`src/design/dcrc_pkg.sv`:
```
package dcrc_pkg;

  localparam int GRID_COLUMNS = 32;
  localparam int GRID_ROWS    = 24;

  // fixed port field widths
  localparam int CELL_COL_W = 5;
  localparam int CELL_ROW_W = 5;
  localparam int RECT_WID_W = 6;
  localparam int RECT_HGT_W = 5;

  // internal widths follow the grid size
  localparam int COL_AW = (GRID_COLUMNS > 1) ? $clog2(GRID_COLUMNS) : 1;
  localparam int ROW_AW = (GRID_ROWS > 1) ? $clog2(GRID_ROWS) : 1;
  localparam int WID_W  = $clog2(GRID_COLUMNS + 1);
  localparam int HGT_W  = $clog2(GRID_ROWS + 1);

  localparam logic OP_MARK    = 1'b0;
  localparam logic OP_REQUEST = 1'b1;

  typedef enum logic [2:0] {
    PTR_HOLD,
    PTR_IN_ROW,
    PTR_ZERO,
    PTR_INC,
    PTR_TOP
  } ptr_op_e;

  typedef struct packed {
    logic    cap;
    ptr_op_e ptr_op;
    logic    mark_wr;
    logic    clr_wr;
    logic    scan_hit;
    logic    grow;
    logic    single;
    logic    out_load;
  } cmd_t;

  typedef struct packed {
    logic in_ok;
    logic rd_nz;
    logic rd_bit;
    logic ptr_last;
    logic clr_last;
  } sts_t;

endpackage

```
`src/design/dcrc_in_if.sv`:
```
interface dcrc_in_if import dcrc_pkg::*; ();
  logic                  valid;
  logic                  ready;
  logic                  opcode;
  logic [CELL_COL_W-1:0] cell_column;
  logic [CELL_ROW_W-1:0] cell_row;

  modport source (output valid, output opcode, output cell_column, output cell_row,
                  input ready);
  modport sink (input valid, input opcode, input cell_column, input cell_row,
                output ready);
endinterface

```
`src/design/dcrc_out_if.sv`:
```
interface dcrc_out_if import dcrc_pkg::*; ();
  logic                  valid;
  logic                  ready;
  logic                  found;
  logic [CELL_COL_W-1:0] rect_column;
  logic [CELL_ROW_W-1:0] rect_row;
  logic [RECT_WID_W-1:0] rect_width;
  logic [RECT_HGT_W-1:0] rect_height;

  modport source (output valid, output found, output rect_column, output rect_row,
                  output rect_width, output rect_height, input ready);
  modport sink (input valid, input found, input rect_column, input rect_row,
                input rect_width, input rect_height, output ready);
endinterface

```
`src/design/dcrc_ctrl.sv`:
```
module dcrc_ctrl import dcrc_pkg::*; (
  input  logic clk_i,
  input  logic rst_ni,
  input  logic cfg_we_i,
  input  logic cfg_wdata_i,
  input  logic in_valid_i,
  input  logic in_opcode_i,
  output logic in_ready_o,
  output logic out_valid_o,
  input  logic out_ready_i,
  input  sts_t sts_i,
  output cmd_t cmd_o
);

  localparam logic [3:0] ST_IDLE  = 4'd0;
  localparam logic [3:0] ST_MK_RD = 4'd1;
  localparam logic [3:0] ST_MK_WR = 4'd2;
  localparam logic [3:0] ST_SC_RD = 4'd3;
  localparam logic [3:0] ST_SC_EV = 4'd4;
  localparam logic [3:0] ST_GR_RD = 4'd5;
  localparam logic [3:0] ST_GR_EV = 4'd6;
  localparam logic [3:0] ST_CL_RD = 4'd7;
  localparam logic [3:0] ST_CL_WR = 4'd8;
  localparam logic [3:0] ST_DONE  = 4'd9;

  logic [3:0] state_q, state_d;
  logic       single_q;
  logic       out_valid_q, out_valid_d;

  always_comb begin
    state_d     = state_q;
    out_valid_d = out_valid_q;
    cmd_o       = '0;
    cmd_o.ptr_op = PTR_HOLD;
    cmd_o.single = single_q;
    in_ready_o  = (state_q == ST_IDLE);

    if (out_valid_q && out_ready_i) begin
      out_valid_d = 1'b0;
    end

    case (state_q)
      ST_IDLE: begin
        if (in_valid_i) begin
          cmd_o.cap = 1'b1;
          if (in_opcode_i == OP_REQUEST) begin
            cmd_o.ptr_op = PTR_ZERO;
            state_d      = ST_SC_RD;
          end else begin
            cmd_o.ptr_op = PTR_IN_ROW;
            if (sts_i.in_ok) begin
              state_d = ST_MK_RD;
            end
          end
        end
      end
      ST_MK_RD: state_d = ST_MK_WR;
      ST_MK_WR: begin
        cmd_o.mark_wr = 1'b1;
        state_d       = ST_IDLE;
      end
      ST_SC_RD: state_d = ST_SC_EV;
      ST_SC_EV: begin
        if (sts_i.rd_nz) begin
          cmd_o.scan_hit = 1'b1;
          if (single_q || sts_i.ptr_last) begin
            state_d = ST_CL_RD;
          end else begin
            cmd_o.ptr_op = PTR_INC;
            state_d      = ST_GR_RD;
          end
        end else if (sts_i.ptr_last) begin
          state_d = ST_DONE;
        end else begin
          cmd_o.ptr_op = PTR_INC;
          state_d      = ST_SC_RD;
        end
      end
      ST_GR_RD: state_d = ST_GR_EV;
      ST_GR_EV: begin
        if (sts_i.rd_bit) begin
          cmd_o.grow = 1'b1;
          if (sts_i.ptr_last) begin
            cmd_o.ptr_op = PTR_TOP;
            state_d      = ST_CL_RD;
          end else begin
            cmd_o.ptr_op = PTR_INC;
            state_d      = ST_GR_RD;
          end
        end else begin
          cmd_o.ptr_op = PTR_TOP;
          state_d      = ST_CL_RD;
        end
      end
      ST_CL_RD: state_d = ST_CL_WR;
      ST_CL_WR: begin
        cmd_o.clr_wr = 1'b1;
        if (sts_i.clr_last) begin
          state_d = ST_DONE;
        end else begin
          cmd_o.ptr_op = PTR_INC;
          state_d      = ST_CL_RD;
        end
      end
      ST_DONE: begin
        // result register free or being drained this cycle
        if (!out_valid_q || out_ready_i) begin
          cmd_o.out_load = 1'b1;
          out_valid_d    = 1'b1;
          state_d        = ST_IDLE;
        end
      end
      default: state_d = ST_IDLE;
    endcase
  end

  always_ff @(posedge clk_i or negedge rst_ni) begin
    if (!rst_ni) begin
      state_q     <= ST_IDLE;
      single_q    <= 1'b0;
      out_valid_q <= 1'b0;
    end else begin
      state_q     <= state_d;
      out_valid_q <= out_valid_d;
      if (cfg_we_i) begin
        single_q <= cfg_wdata_i;
      end
    end
  end

  assign out_valid_o = out_valid_q;

endmodule

```
`src/design/dcrc_datapath.sv`:
```
module dcrc_datapath import dcrc_pkg::*; (
  input  logic                  clk_i,
  input  logic                  rst_ni,
  input  cmd_t                  cmd_i,
  output sts_t                  sts_o,
  input  logic [CELL_COL_W-1:0] cell_column_i,
  input  logic [CELL_ROW_W-1:0] cell_row_i,
  output logic                  found_o,
  output logic [CELL_COL_W-1:0] rect_column_o,
  output logic [CELL_ROW_W-1:0] rect_row_o,
  output logic [RECT_WID_W-1:0] rect_width_o,
  output logic [RECT_HGT_W-1:0] rect_height_o
);

  localparam int SUM_W = HGT_W + 1;

  // one word per grid row, bit i is column i
  logic [GRID_COLUMNS-1:0] mem_q [GRID_ROWS];
  logic [GRID_ROWS-1:0]    row_vld_q;
  logic [GRID_COLUMNS-1:0] rd_raw_q;
  logic                    rd_vld_q;
  logic [GRID_COLUMNS-1:0] rdata;

  logic [COL_AW-1:0] col_in_q;
  logic [ROW_AW-1:0] ptr_q, ptr_d;
  logic [ROW_AW-1:0] r_q;
  logic [COL_AW-1:0] c_q;
  logic [WID_W-1:0]  w_q;
  logic [HGT_W-1:0]  h_q;
  logic              found_q;

  logic [COL_AW-1:0]       first_col;
  logic [WID_W-1:0]        run_first;
  logic [WID_W-1:0]        run_c;
  logic [GRID_COLUMNS-1:0] clr_mask;
  logic [GRID_COLUMNS-1:0] set_bit;
  logic [GRID_COLUMNS-1:0] wdata;
  logic                    wr_en;

  logic                  found_oq;
  logic [CELL_COL_W-1:0] rect_column_q;
  logic [CELL_ROW_W-1:0] rect_row_q;
  logic [RECT_WID_W-1:0] rect_width_q;
  logic [RECT_HGT_W-1:0] rect_height_q;

  // trailing ones count
  function automatic logic [WID_W-1:0] run_len(logic [GRID_COLUMNS-1:0] v);
    logic [WID_W-1:0] n;
    n = WID_W'(GRID_COLUMNS);
    for (int i = GRID_COLUMNS - 1; i >= 0; i--) begin
      if (!v[i]) begin
        n = WID_W'(i);
      end
    end
    return n;
  endfunction

  always_comb begin
    first_col = '0;
    for (int i = GRID_COLUMNS - 1; i >= 0; i--) begin
      if (rdata[i]) begin
        first_col = COL_AW'(i);
      end
    end
  end

  assign rdata     = rd_vld_q ? rd_raw_q : '0;
  assign run_first = run_len(rdata >> first_col);
  assign run_c     = run_len(rdata >> c_q);

  always_comb begin
    for (int i = 0; i < GRID_COLUMNS; i++) begin
      clr_mask[i] = (i >= int'(c_q)) && (i < int'(c_q) + int'(w_q));
      set_bit[i]  = (i == int'(col_in_q));
    end
  end

  assign wr_en = cmd_i.mark_wr | cmd_i.clr_wr;
  assign wdata = cmd_i.mark_wr ? (rdata | set_bit) : (rdata & ~clr_mask);

  always_comb begin
    ptr_d = ptr_q;
    case (cmd_i.ptr_op)
      PTR_HOLD:   ptr_d = ptr_q;
      PTR_IN_ROW: ptr_d = ROW_AW'(cell_row_i);
      PTR_ZERO:   ptr_d = '0;
      PTR_INC:    ptr_d = ptr_q + ROW_AW'(1);
      PTR_TOP:    ptr_d = r_q;
      default:    ptr_d = ptr_q;
    endcase
  end

  always_ff @(posedge clk_i) begin
    if (wr_en) begin
      mem_q[ptr_q] <= wdata;
    end
    rd_raw_q <= mem_q[ptr_q];
  end

  always_ff @(posedge clk_i or negedge rst_ni) begin
    if (!rst_ni) begin
      row_vld_q <= '0;
      rd_vld_q  <= 1'b0;
      ptr_q     <= '0;
      found_q   <= 1'b0;
      found_oq  <= 1'b0;
    end else begin
      if (wr_en) begin
        row_vld_q[ptr_q] <= 1'b1;
      end
      rd_vld_q <= row_vld_q[ptr_q];
      ptr_q    <= ptr_d;
      if (cmd_i.cap) begin
        found_q <= 1'b0;
      end else if (cmd_i.scan_hit) begin
        found_q <= 1'b1;
      end
      if (cmd_i.out_load) begin
        found_oq <= found_q;
      end
    end
  end

  always_ff @(posedge clk_i) begin
    if (cmd_i.cap) begin
      col_in_q <= COL_AW'(cell_column_i);
    end
    if (cmd_i.scan_hit) begin
      r_q <= ptr_q;
      c_q <= first_col;
      w_q <= cmd_i.single ? WID_W'(1) : run_first;
      h_q <= HGT_W'(1);
    end else if (cmd_i.grow) begin
      h_q <= h_q + HGT_W'(1);
      if (run_c < w_q) begin
        w_q <= run_c;
      end
    end
    if (cmd_i.out_load) begin
      rect_column_q <= found_q ? CELL_COL_W'(c_q) : '0;
      rect_row_q    <= found_q ? CELL_ROW_W'(r_q) : '0;
      rect_width_q  <= found_q ? RECT_WID_W'(w_q) : '0;
      rect_height_q <= found_q ? RECT_HGT_W'(h_q) : '0;
    end
  end

  assign sts_o.in_ok    = (int'(cell_column_i) < GRID_COLUMNS) &&
                          (int'(cell_row_i) < GRID_ROWS);
  assign sts_o.rd_nz    = |rdata;
  assign sts_o.rd_bit   = rdata[c_q];
  assign sts_o.ptr_last = (ptr_q == ROW_AW'(GRID_ROWS - 1));
  assign sts_o.clr_last = (SUM_W'(ptr_q) + SUM_W'(1)) == (SUM_W'(r_q) + SUM_W'(h_q));

  assign found_o       = found_oq;
  assign rect_column_o = rect_column_q;
  assign rect_row_o    = rect_row_q;
  assign rect_width_o  = rect_width_q;
  assign rect_height_o = rect_height_q;

endmodule

```
`src/design/dirty_cell_rectangle_coalescer_core.sv`:
```
// channel   dir  payload                                           handshake
// in_i      in   opcode, cell_column, cell_row                     valid/ready
// out_o     out  found, rect_column, rect_row, rect_width, height  valid/ready
// cfg       in   single_cell_mode                                  cfg_we_i, no wait
//
// Mark beat: accept, row read, row write; a mark off the grid is only accepted.
// Request beat: a read and an evaluate step per row scanned through the first marked
// row (all rows when none), a read and an evaluate step per row probed below it in
// merge mode, a read and a write step per rectangle row cleared, then a step to load
// the result; one single-port row memory, read and written once per step, sets this.
// Reset clears the per-row valid flops, so the map reads all zero at once.
// A pending result stalls only the final load step; until a request reaches it, marks keep being accepted.
module dirty_cell_rectangle_coalescer_core import dcrc_pkg::*; (
  input  logic        clk_i,
  input  logic        rst_ni,
  input  logic        cfg_we_i,
  input  logic        cfg_wdata_i,
  dcrc_in_if.sink     in_i,
  dcrc_out_if.source  out_o
);

  cmd_t cmd;
  sts_t sts;

  dcrc_ctrl u_ctrl (
    .clk_i       (clk_i),
    .rst_ni      (rst_ni),
    .cfg_we_i    (cfg_we_i),
    .cfg_wdata_i (cfg_wdata_i),
    .in_valid_i  (in_i.valid),
    .in_opcode_i (in_i.opcode),
    .in_ready_o  (in_i.ready),
    .out_valid_o (out_o.valid),
    .out_ready_i (out_o.ready),
    .sts_i       (sts),
    .cmd_o       (cmd)
  );

  dcrc_datapath u_datapath (
    .clk_i         (clk_i),
    .rst_ni        (rst_ni),
    .cmd_i         (cmd),
    .sts_o         (sts),
    .cell_column_i (in_i.cell_column),
    .cell_row_i    (in_i.cell_row),
    .found_o       (out_o.found),
    .rect_column_o (out_o.rect_column),
    .rect_row_o    (out_o.rect_row),
    .rect_width_o  (out_o.rect_width),
    .rect_height_o (out_o.rect_height)
  );

endmodule

```
`src/flat_wrapper.sv`:
```
// flat-port wrapper written by rule: the top's interface ports become plain ports
module dirty_cell_rectangle_coalescer_core_flat import dcrc_pkg::*;
  (clk_i, rst_ni, cfg_we_i, cfg_wdata_i, in_i_valid, in_i_opcode, in_i_cell_column, in_i_cell_row, in_i_ready, out_o_valid, out_o_found, out_o_rect_column, out_o_rect_row, out_o_rect_width, out_o_rect_height, out_o_ready);
  dcrc_in_if in_i_i ();
  dcrc_out_if out_o_i ();
  input  logic clk_i;
  input  logic rst_ni;
  input  logic cfg_we_i;
  input  logic cfg_wdata_i;
  input wire logic [$bits(in_i_i.valid)-1:0] in_i_valid;
  input wire logic [$bits(in_i_i.opcode)-1:0] in_i_opcode;
  input wire logic [$bits(in_i_i.cell_column)-1:0] in_i_cell_column;
  input wire logic [$bits(in_i_i.cell_row)-1:0] in_i_cell_row;
  output wire logic [$bits(in_i_i.ready)-1:0] in_i_ready;
  output wire logic [$bits(out_o_i.valid)-1:0] out_o_valid;
  output wire logic [$bits(out_o_i.found)-1:0] out_o_found;
  output wire logic [$bits(out_o_i.rect_column)-1:0] out_o_rect_column;
  output wire logic [$bits(out_o_i.rect_row)-1:0] out_o_rect_row;
  output wire logic [$bits(out_o_i.rect_width)-1:0] out_o_rect_width;
  output wire logic [$bits(out_o_i.rect_height)-1:0] out_o_rect_height;
  input wire logic [$bits(out_o_i.ready)-1:0] out_o_ready;
  assign in_i_i.valid = in_i_valid;
  assign in_i_i.opcode = in_i_opcode;
  assign in_i_i.cell_column = in_i_cell_column;
  assign in_i_i.cell_row = in_i_cell_row;
  assign in_i_ready = in_i_i.ready;
  assign out_o_valid = out_o_i.valid;
  assign out_o_found = out_o_i.found;
  assign out_o_rect_column = out_o_i.rect_column;
  assign out_o_rect_row = out_o_i.rect_row;
  assign out_o_rect_width = out_o_i.rect_width;
  assign out_o_rect_height = out_o_i.rect_height;
  assign out_o_i.ready = out_o_ready;
  dirty_cell_rectangle_coalescer_core u_core (.clk_i(clk_i), .rst_ni(rst_ni), .cfg_we_i(cfg_we_i), .cfg_wdata_i(cfg_wdata_i), .in_i(in_i_i), .out_o(out_o_i));
endmodule
```
`config.mk`:
```
export PLATFORM = sky130hd
export DESIGN_NAME = dirty_cell_rectangle_coalescer_core_flat
export DESIGN_NICKNAME = d
export VERILOG_FILES = /design/src/design/dcrc_pkg.sv /design/src/design/dcrc_in_if.sv /design/src/design/dcrc_out_if.sv /design/src/design/dcrc_ctrl.sv /design/src/design/dcrc_datapath.sv /design/src/design/dirty_cell_rectangle_coalescer_core.sv /design/src/flat_wrapper.sv
export SDC_FILE = /design/constraint.sdc
export NUM_CORES = 1
export LEC_CHECK = 0
export BUFFER_PORTS_ARGS = -buffer_cell sky130_fd_sc_hd__buf_2
export CAP_MARGIN = 0
export CORE_MARGIN = 2
export CORE_UTILIZATION = 57
export DETAILED_ROUTE_END_ITERATION = 8
export PLACE_DENSITY = 0.76
export REMOVE_ABC_BUFFERS = 1
export SLEW_MARGIN = 25
export SYNTH_ARGS = -nofsm -noshare
export SYNTH_HDL_FRONTEND = slang
export SYNTH_SLANG_ARGS = --single-unit
```
`constraint.sdc`:
```
create_clock -name clk_i -period 4.8 [get_ports clk_i]
set_input_delay 0.48 -clock clk_i [delete_from_list [all_inputs] [get_ports clk_i]]
set_output_delay 0.48 -clock clk_i [all_outputs]
set_load 0.005 [all_outputs]
```
==> summary.md, run 1 <==
| Metric | Value |
|---|---|
| Total Wirelength | 113,700 microns |
| Layout cell share with drive strength beyond 1 | 25.28% |
| DRT Pass-1 Iters | 7 |
| Hold Violations, Final | 0 |
| Die X | 267.8 microns |
| Num CTS Buffers | 91 |
| Final setup viols | 0 |
| Synth-to-Final Area Change | 13.06% |
| Top FF cell, synth | edfxtp_1 |
| Maxcap violations | 0 |
| Critical Path RT | 5.27 ns |
| Slew @ Worst Pin | 1.104 ns |
| Clock-pin slew on the worst setup and hold paths | 0.06 ns |
| Port buffer count | 40 |
| Die H | 267.8 microns |
| Slew HR | 26.41% |
| Die area | 0.07170 sq mm |
| Pint | 16.58 mW |
| Lkg Pwr | 15.14 nW |
| Skew final | 0.03994 ns |
| Flop pwr share | 39.3% |
| Number of routed nets with antenna violations | 0 |
| Synth Cell Area | 0.03965 sq mm |
| Sw frac | 34.30% |
| Final worst path period need | 4.610 ns |
| Cts repair resizes | 0 |
| Mapped Cells | 2,550 |
| Rows | 96 |
| Comb pwr share | 32.6% |
| Finished Layout Cells | 3,653 |
| Starting density of the core | 57.72% |
| Filler cells | 4,708 |
| Via density | 6.925 |
| Max VDD drop | 0.0004559 V |
| Sw Pwr | 8.655 mW |
| I/O pins | 41 |
| Syn Area/Cell | 15.55 sq um |
| Worst Setup End Kind | register |
| Run status | finished, final reports clean |
| Vias in the first global route | 24,890 |
| # H-tree levels | 3 |
| EDFF count, synth | 810 |
| DRC | 0 |
| WL per Instance | 31.13 microns |
| Root buf cell | clkbuf_16 |
| Yosys cell types | 101 |
| Bufs on Longest Clock Path | 3 |
| Async S/R FF share, synth | 4.294% |
| Synth warnings | 0 |
| CTS tree | built |
| Core ar. | 0.06871 sq mm |
| Placed Cells | 3,486 |
| Final nets | 2,690 |
| Initial DRC Count | 3,269 |
| Final core utilization | 65.25% |
| Global-route usage over all layers | 32.02% |
| Setup Crit Path Kind | reg -> reg |
| # diodes | 0 |
| First-pass GRT wire length | 165,600 microns |
| Final period utilization | 96.05% |
| WP data arrival | 5.08 ns |
| CTS sink count | 885 |
| Register area share after synthesis | 65.60% |
| Largest net degree at the start of global routing | 147 |
| Slew Viols, Final | 0 |
| DP HPWL | 69,350 microns |
| Unrepaired setup endpoints after global routing | false |
| Hold crit path type | in -> reg |
| Total number of vias | 25,300 |
| Worst-path fanout max | 24 |
| Clk network pwr share | 28.2% |
| Initial antenna violation count | 3 |
| Routability Congestion | 0.9907 |
| Pwr dens | 562.9 mW/mm^2 |
| Max Clk Rate | 0.2169 GHz |
| Flip-flop and latch count after synthesis | 885 |
| Latest clock arrival within the worst-skew pair | 0.66 ns |
| Aggregate global routing overflow | 0 |
| Startpoint types | register |
[registers in the layout, indices dropped and copies added (netlist names), 4 cells and up]
name and flops:
u_core.u_datapath.mem_q 768, u_core.u_datapath.rd_raw_q 32, u_core.u_datapath.ptr_q 5, u_core.u_datapath.c_q 5
u_core.u_datapath.rect_height_o 5, u_core.u_datapath.col_in_q 5, u_core.u_datapath.row_vld_q 24, u_core.u_ctrl.state_q 4
u_core.u_datapath.rect_column_o 5, u_core.u_datapath.r_q 5, u_core.u_datapath.rect_row_o 5, u_core.u_datapath.h_q 5
u_core.u_datapath.w_q 6, u_core.u_datapath.rect_width_o 6
[stage by stage]
step / area, sq um / setup WS, ns / setup TNS (ns) / hold slack [ns] / power [mW]
floorplan: 38920 / -5.703 / -4018.00 / 0.1844 / 15.22
global placement: 41720 / 0.1117 / 0 / 0.4477 / 17.89
detailed placement: 41770 / 0.2687 / 0 / 0.4488 / 18.03
CTS: 44820 / 0.2346 / 0 / 0.03081 / 25.18
global route: 44830 / 0.01356 / 0 / 0.04473 / 26.08
finish: 44830 / 0.1895 / 0 / 0.06286 / 25.24
[path summary, 6_finish.rpt]
kind,from,end,slack (ns),cells past startpoint
max,u_core.u_datapath.rd_raw_q[31],u_core.u_datapath.w_q[4],0.19,13
min,cfg_wdata_i,u_core.u_ctrl.single_q,0.06,2
max reg2reg,u_core.u_datapath.rd_raw_q[31],u_core.u_datapath.w_q[4],0.19,13
min reg2reg,u_core.u_datapath.row_vld_q[15],u_core.u_datapath.row_vld_q[15],0.47,1
max in group asynchronous,rst_ni,u_core.u_datapath.ptr_q[1],3.66,2
min in group asynchronous,rst_ni,u_core.u_datapath.found_o,0.48,2
[synth_stat cells, types with 15 or more instances]
master / count / area [sq um]
or2_2: 29 / 181.4
nor3_1: 32 / 160.2
o22ai_1: 15 / 93.84
o211ai_1: 17 / 127.6
nor2_1: 137 / 514.2
dfxtp_1: 37 / 740.7
mux2_2: 61 / 686.9
ha_1: 20 / 250.2
nor2b_1: 15 / 93.84
a21o_1: 18 / 135.1
nand2_1: 171 / 641.9
and2_1: 33 / 206.5
a22oi_1: 93 / 698.2
o21ai_0: 64 / 320.3
a221oi_1: 17 / 148.9
nand4_1: 19 / 118.9
buf_1: 28 / 105.1
a31oi_1: 23 / 143.9
clkbuf_1: 124 / 465.5
edfxtp_1: 810 / 24320
dfrtp_1: 38 / 950.9
buf_2: 20 / 100.1
nand2b_1: 20 / 125.1
mux2i_1: 27 / 270.3
inv_1: 24 / 90.09
nand3_1: 99 / 495.5
a21oi_1: 80 / 400.4
mux4_2: 214 / 4820
and3_1: 23 / 143.9
a211oi_1: 18 / 135.1
[final cells by class]
class | count | area (sq um) | share of cell area (%)
sequential | 885 | 26030 | 58.06
multi-input combinational | 1456 | 13010 | 29.02
clock inverter | 38 | 488.0 | 1.088
tap | 931 | 1165 | 2.598
clock buffer | 126 | 2552 | 5.693
inverter | 30 | 112.6 | 0.2512
timing repair buffer | 187 | 1476 | 3.293
[power groups by stage]
stage          combinational [mW]  sequential, mW  clock, mW
6_report                     8.21            9.91       7.11
5_1_grt                      8.70            9.93       7.46
4_1_cts                      8.11            9.87       7.20
3_5_place_dp                 8.00            10.0          0
3_3_place_gp                 7.90            9.99          0
2_1_floorplan                5.06            10.2          0
[routing by layer]
layer	wire, microns	up-vias	global-route usage [%]
met3	9766	309	5.067
met1	43400	12910	43.36
met5	23	-	0
met4	5671	4	14.03
li1	-	10490	-
met2	54870	1583	52.11
[cells in the final DEF, fill, tap and decap left out, types with 13 or more instances in the layout]
cell,instances
nor3_1,30
a211oi_1,18
nand3_1,99
nand4_1,19
a21oi_1,80
o211ai_1,17
o21ai_1,16
a21o_1,18
nand2_1,171
or2_2,29
and2_1,31
clkbuf_16,94
mux4_2,214
dfxtp_1,37
a32oi_1,14
edfxtp_1,810
a31oi_1,21
ha_1,20
mux2i_1,27
inv_1,24
mux2_2,61
nand2b_1,20
nor2_4,24
xor2_1,13
buf_2,40
clkinv_2,15
clkbuf_1,24
buf_4,133
and3_1,23
a22oi_1,93
dfrtp_1,33
nor2_1,113
nor2b_1,15
o21ai_0,56
o22ai_1,15
a221oi_1,17
[critical path, cell delays in order (launching register included)]
cell and delay [ns]:
dfxtp_1 0.75, nand2b_1 0.16, a221oi_1 0.32, o311ai_2 0.22
a211o_1 0.34, buf_4 0.22, a211o_1 0.31, a22oi_1 0.40
mux2i_1 0.22, o211ai_1 0.53, o22ai_1 0.21, nor3_1 0.35
nand4_1 0.20, o21ai_1 0.18
[repair_timing]
| item | in CTS | in global routing |
|---|---|---|
| endpoints found under the setup margin | 0 | 6 |
| hold buffers | 1 | 0 |
| setup buffers | 0 | 2 |
| endpoints found under the hold margin | 38 | 0 |
[cell families (layout without fill, tap and decap cells)]
family          count (synthesis)  after routing  synth area share, %
flops                         885            885                65.60
mux                           303            303                14.60
xor+xnor                       22             22               0.4859
simple gates                  624            624                7.633
buf+inv                       209            381                2.136
fa+ha+maj                      22             22               0.7320
compound gates                485            485                8.813
Note: power is estimated with default switching activity, not from simulation.
==> run 2, diff against run 1 <==
--- a/config.mk
+++ b/config.mk
@@ -10,9 +10,9 @@
 export CORE_MARGIN = 2
 export CORE_UTILIZATION = 57
 export DETAILED_ROUTE_END_ITERATION = 8
-export PLACE_DENSITY = 0.76
+export PLACE_DENSITY = 0.72
 export REMOVE_ABC_BUFFERS = 1
-export SLEW_MARGIN = 25
+export SLEW_MARGIN = 10
 export SYNTH_ARGS = -nofsm -noshare
 export SYNTH_HDL_FRONTEND = slang
 export SYNTH_SLANG_ARGS = --single-unit
==> run 2 against run 1 <==
Effect of this change:
- setup slack worse by 0.091 ns
- sequential power down 1%
- final area down 0.33%
- total power down 0.99%
- combinational power up 1%
- count of clock-buffer cells in the layout down 7
- critical endpoint is now u_core.u_datapath.w_q[2]
==> summary.md, run 2 (synthesis gave the netlist of run 1 again) <==
| Metric | Value |
|---|---|
| Run status | finished, final reports clean |
| Vias in the first global route | 24,680 (-0.86%) |
| Setup Crit Path Kind | reg -> reg |
| Commonest non-fill, non-tap cell in the layout | edfxtp_1 |
| Max reg flops | 768 (unchanged) |
| Core ar. | 0.06871 sq mm (unchanged) |
| Hold Violations, Final | 0 (unchanged) |
| Layout cell share with drive strength beyond 1 | 25.28% (about the same) |
| Largest Register | u_core.u_datapath.mem_q |
| Final worst setup slack | 0.09838 ns (-0.09113 ns) |
| CP delay by family, top | compound AO/OA/AOI/OAI gates |
| Slew Viols, Final | 0 (unchanged) |
| WP data arrival | 5.11 ns (+0.03 ns) |
| Synth-to-Final Area Change | 12.68% |
| Clock-pin slew on the worst setup and hold paths | 0.06 ns (about the same) |
| Comb pwr share | 33.2% (+0.6 points) |
| Bufs on Longest Clock Path | 3 (unchanged) |
| Rows | 96 (unchanged) |
| Die X | 267.8 microns (unchanged) |
| DRT Pass-1 Iters | 6 (-1) |
| Routability Congestion | 0.9879 (-0.28%) |
| Final setup viols | 0 (unchanged) |
| Unrepaired setup endpoints after global routing | false |
| Initial DRC Count | 3,206 (-1.9%) |
| Regs by FF count | u_core.u_datapath.mem_q x768, u_core.u_datapath.rd_raw_q x32, u_core.u_datapath.row_vld_q x24 |
| First-pass GRT wire length | 168,400 microns (+1.7%) |
| DRC | 0 (unchanged) |
| Slew @ Worst Pin | 1.114 ns (+0.01038 ns) |
| Max incr delay on CP | 0.62 ns (-0.13 ns) |
| Worst Setup End Kind | register |
| Number of routed nets with antenna violations | 0 (unchanged) |
| Startpoint types | register |
| Die area | 0.07170 sq mm (unchanged) |
| Final period utilization | 97.95% (+1.9 points) |
| Worst-path fanout max | 20 (-17%) |
| CTS tree | built |
| Root buf cell | clkbuf_16 |
| Critical Path RT | 5.21 ns (-0.06 ns) |
| Setup TNS | 0 ns (unchanged) |
| Largest net degree at the start of global routing | 123 (-16%) |
| Aggregate global routing overflow | 0 (unchanged) |
| Final nets | 2,697 (+0.26%) |
| CTS sink count | 885 (unchanged) |
| Latest clock arrival within the worst-skew pair | 0.68 ns (+0.02 ns) |
| Max Clk Rate | 0.2127 GHz (-1.9%) |
| Pint | 16.38 mW (-1.2%) |
| # H-tree levels | 3 (unchanged) |
| Global-route usage over all layers | 32.70% (+0.68 points) |
| Die H | 267.8 microns (unchanged) |
| Lkg Pwr | 15.08 nW (-0.38%) |
| Clk network pwr share | 27.6% (-0.6 points) |
| Starting density of the core | 57.72% (unchanged) |
| Via density | 6.921 (about the same) |
| Worst-path cell with the longest stage delay | dfxtp_1 |
| Sw frac | 34.43% (+0.14 points) |
| Port buffer count | 40 (unchanged) |
| Worst path cell trace | nor2_2 -> a2111o_1 -> o31ai_2 -> a211oi_2 -> buf_4 -> or3_1 -> a32oi_1 -> a221oi_1 -> o221ai_1 -> o22ai_1 -> nor4_2 -> o2bb2ai_1 -> a31o_1 |
| Num CTS Buffers | 90 (-1.1%) |
| Filler cells | 4,812 (+2.2%) |
| Setup WS pre-CTS | 0.2601 ns (-0.008645 ns) |
| I/O pins | 41 (unchanged) |
| Hold crit path type | in -> reg |
| Final worst path period need | 4.702 ns (+0.09113 ns) |
| Most frequent cells in the layout | 810 x edfxtp_1, 214 x mux4_2, 171 x nand2_1 |
| Sw Pwr | 8.604 mW (-0.59%) |
| Maxcap violations | 0 (unchanged) |
| Max VDD drop | 0.0004301 V (-5.6%) |
| Initial antenna violation count | 1 (-2) |
| Slew HR | 25.04% (-1.4 points) |
| Total Wirelength | 115,500 microns (+1.6%) |
| # diodes | 0 (unchanged) |
| Buf/Inv on CP | 1 (unchanged) |
| Total number of vias | 25,330 (+0.14%) |
| DP HPWL | 69,800 microns (+0.64%) |
| Pwr dens | 559.2 mW/mm^2 (-0.66%) |
| Skew final | 0.04008 ns (+0.0001357 ns) |
| WL per Instance | 31.56 microns (+1.4%) |
| Flop pwr share | 39.2% (about the same) |
-- run 2: path summary, 6_finish.rpt --
check	end	depth (start not counted)	startpoint	slack (ns)
worst max-delay path	u_core.u_datapath.w_q[2]	13	u_core.u_datapath.rd_raw_q[8]	0.1
worst min-delay path	u_core.u_datapath.col_in_q[1]	1	in_i_cell_column[1]	0.04
worst max register to register	u_core.u_datapath.w_q[2]	13	u_core.u_datapath.rd_raw_q[8]	0.1
worst min register to register	u_core.u_datapath.row_vld_q[11]	1	u_core.u_datapath.row_vld_q[11]	0.47
max in group asynchronous	u_core.u_datapath.ptr_q[1]	2	rst_ni	3.56
min in group asynchronous	u_core.u_ctrl.out_valid_o	2	rst_ni	0.51
-- run 2: routing by layer --
layer	track usage (%)	share of wire, %	up-vias
li1	-	-	10510
met1	46.72	40	13010
met2	50.69	47	1536
met3	4.875	8.9	276
met4	14.54	4.8	0
met5	0	0	-
-- run 2: worst reg2reg max path: stages (launching register included) --
cell	delay, ns
dfxtp_1	0.62
nor2_2	0.09
a2111o_1	0.53
o31ai_2	0.41
a211oi_2	0.15
buf_4	0.25
or3_1	0.40
a32oi_1	0.52
a221oi_1	0.29
o221ai_1	0.37
o22ai_1	0.19
nor4_2	0.33
o2bb2ai_1	0.12
a31o_1	0.19
-- run 2: area by class of cell --
cell class | count | area, sq um | share of cell area (%)
flip-flops and latches | 885 | 26030 | 58.25
multi-input cells | 1456 | 13010 | 29.11
clock buffers | 119 | 2451 | 5.485
repair buffers | 195 | 1441 | 3.226
well taps | 931 | 1165 | 2.607
clock inverters | 44 | 479.2 | 1.072
inverters | 30 | 112.6 | 0.2520
-- run 2: timing repair --
action,in CTS,in global routing
gates resized for setup,0,2
endpoints found under the hold margin,2,0
endpoints found under the setup margin,0,8
setup buffers,0,6
hold buffers,1,0
-- run 2: per-stage QoR --
| stage | utilization, % | instance area [sq um] | power (mW) | hold WS, ns | cells |
|---|---|---|---|---|---|
| 6_report | 65.04 | 44680 | 24.99 | 0.03756 | 3660 |
| 3_5_place_dp | 60.68 | 41690 | 18.08 | 0.4484 | 3490 |
| 2_1_floorplan | - | 38920 | 15.22 | 0.1844 | 2371 |
| 3_3_place_gp | 60.68 | 41690 | 18.01 | 0.4468 | 3490 |
| 4_1_cts | 64.96 | 44630 | 24.97 | 0.01458 | 3654 |
| 5_1_grt | 65.04 | 44680 | 25.90 | 0.03703 | 3660 |
-- run 2: power by group through the flow --
stage	clock network, mW	logic [mW]	registers (mW)
2_1_floorplan	0	5.06	10.2
3_3_place_gp	0	8.10	9.90
3_5_place_dp	0	8.15	9.93
4_1_cts	6.98	8.21	9.77
5_1_grt	7.24	8.84	9.82
6_report	6.90	8.29	9.80
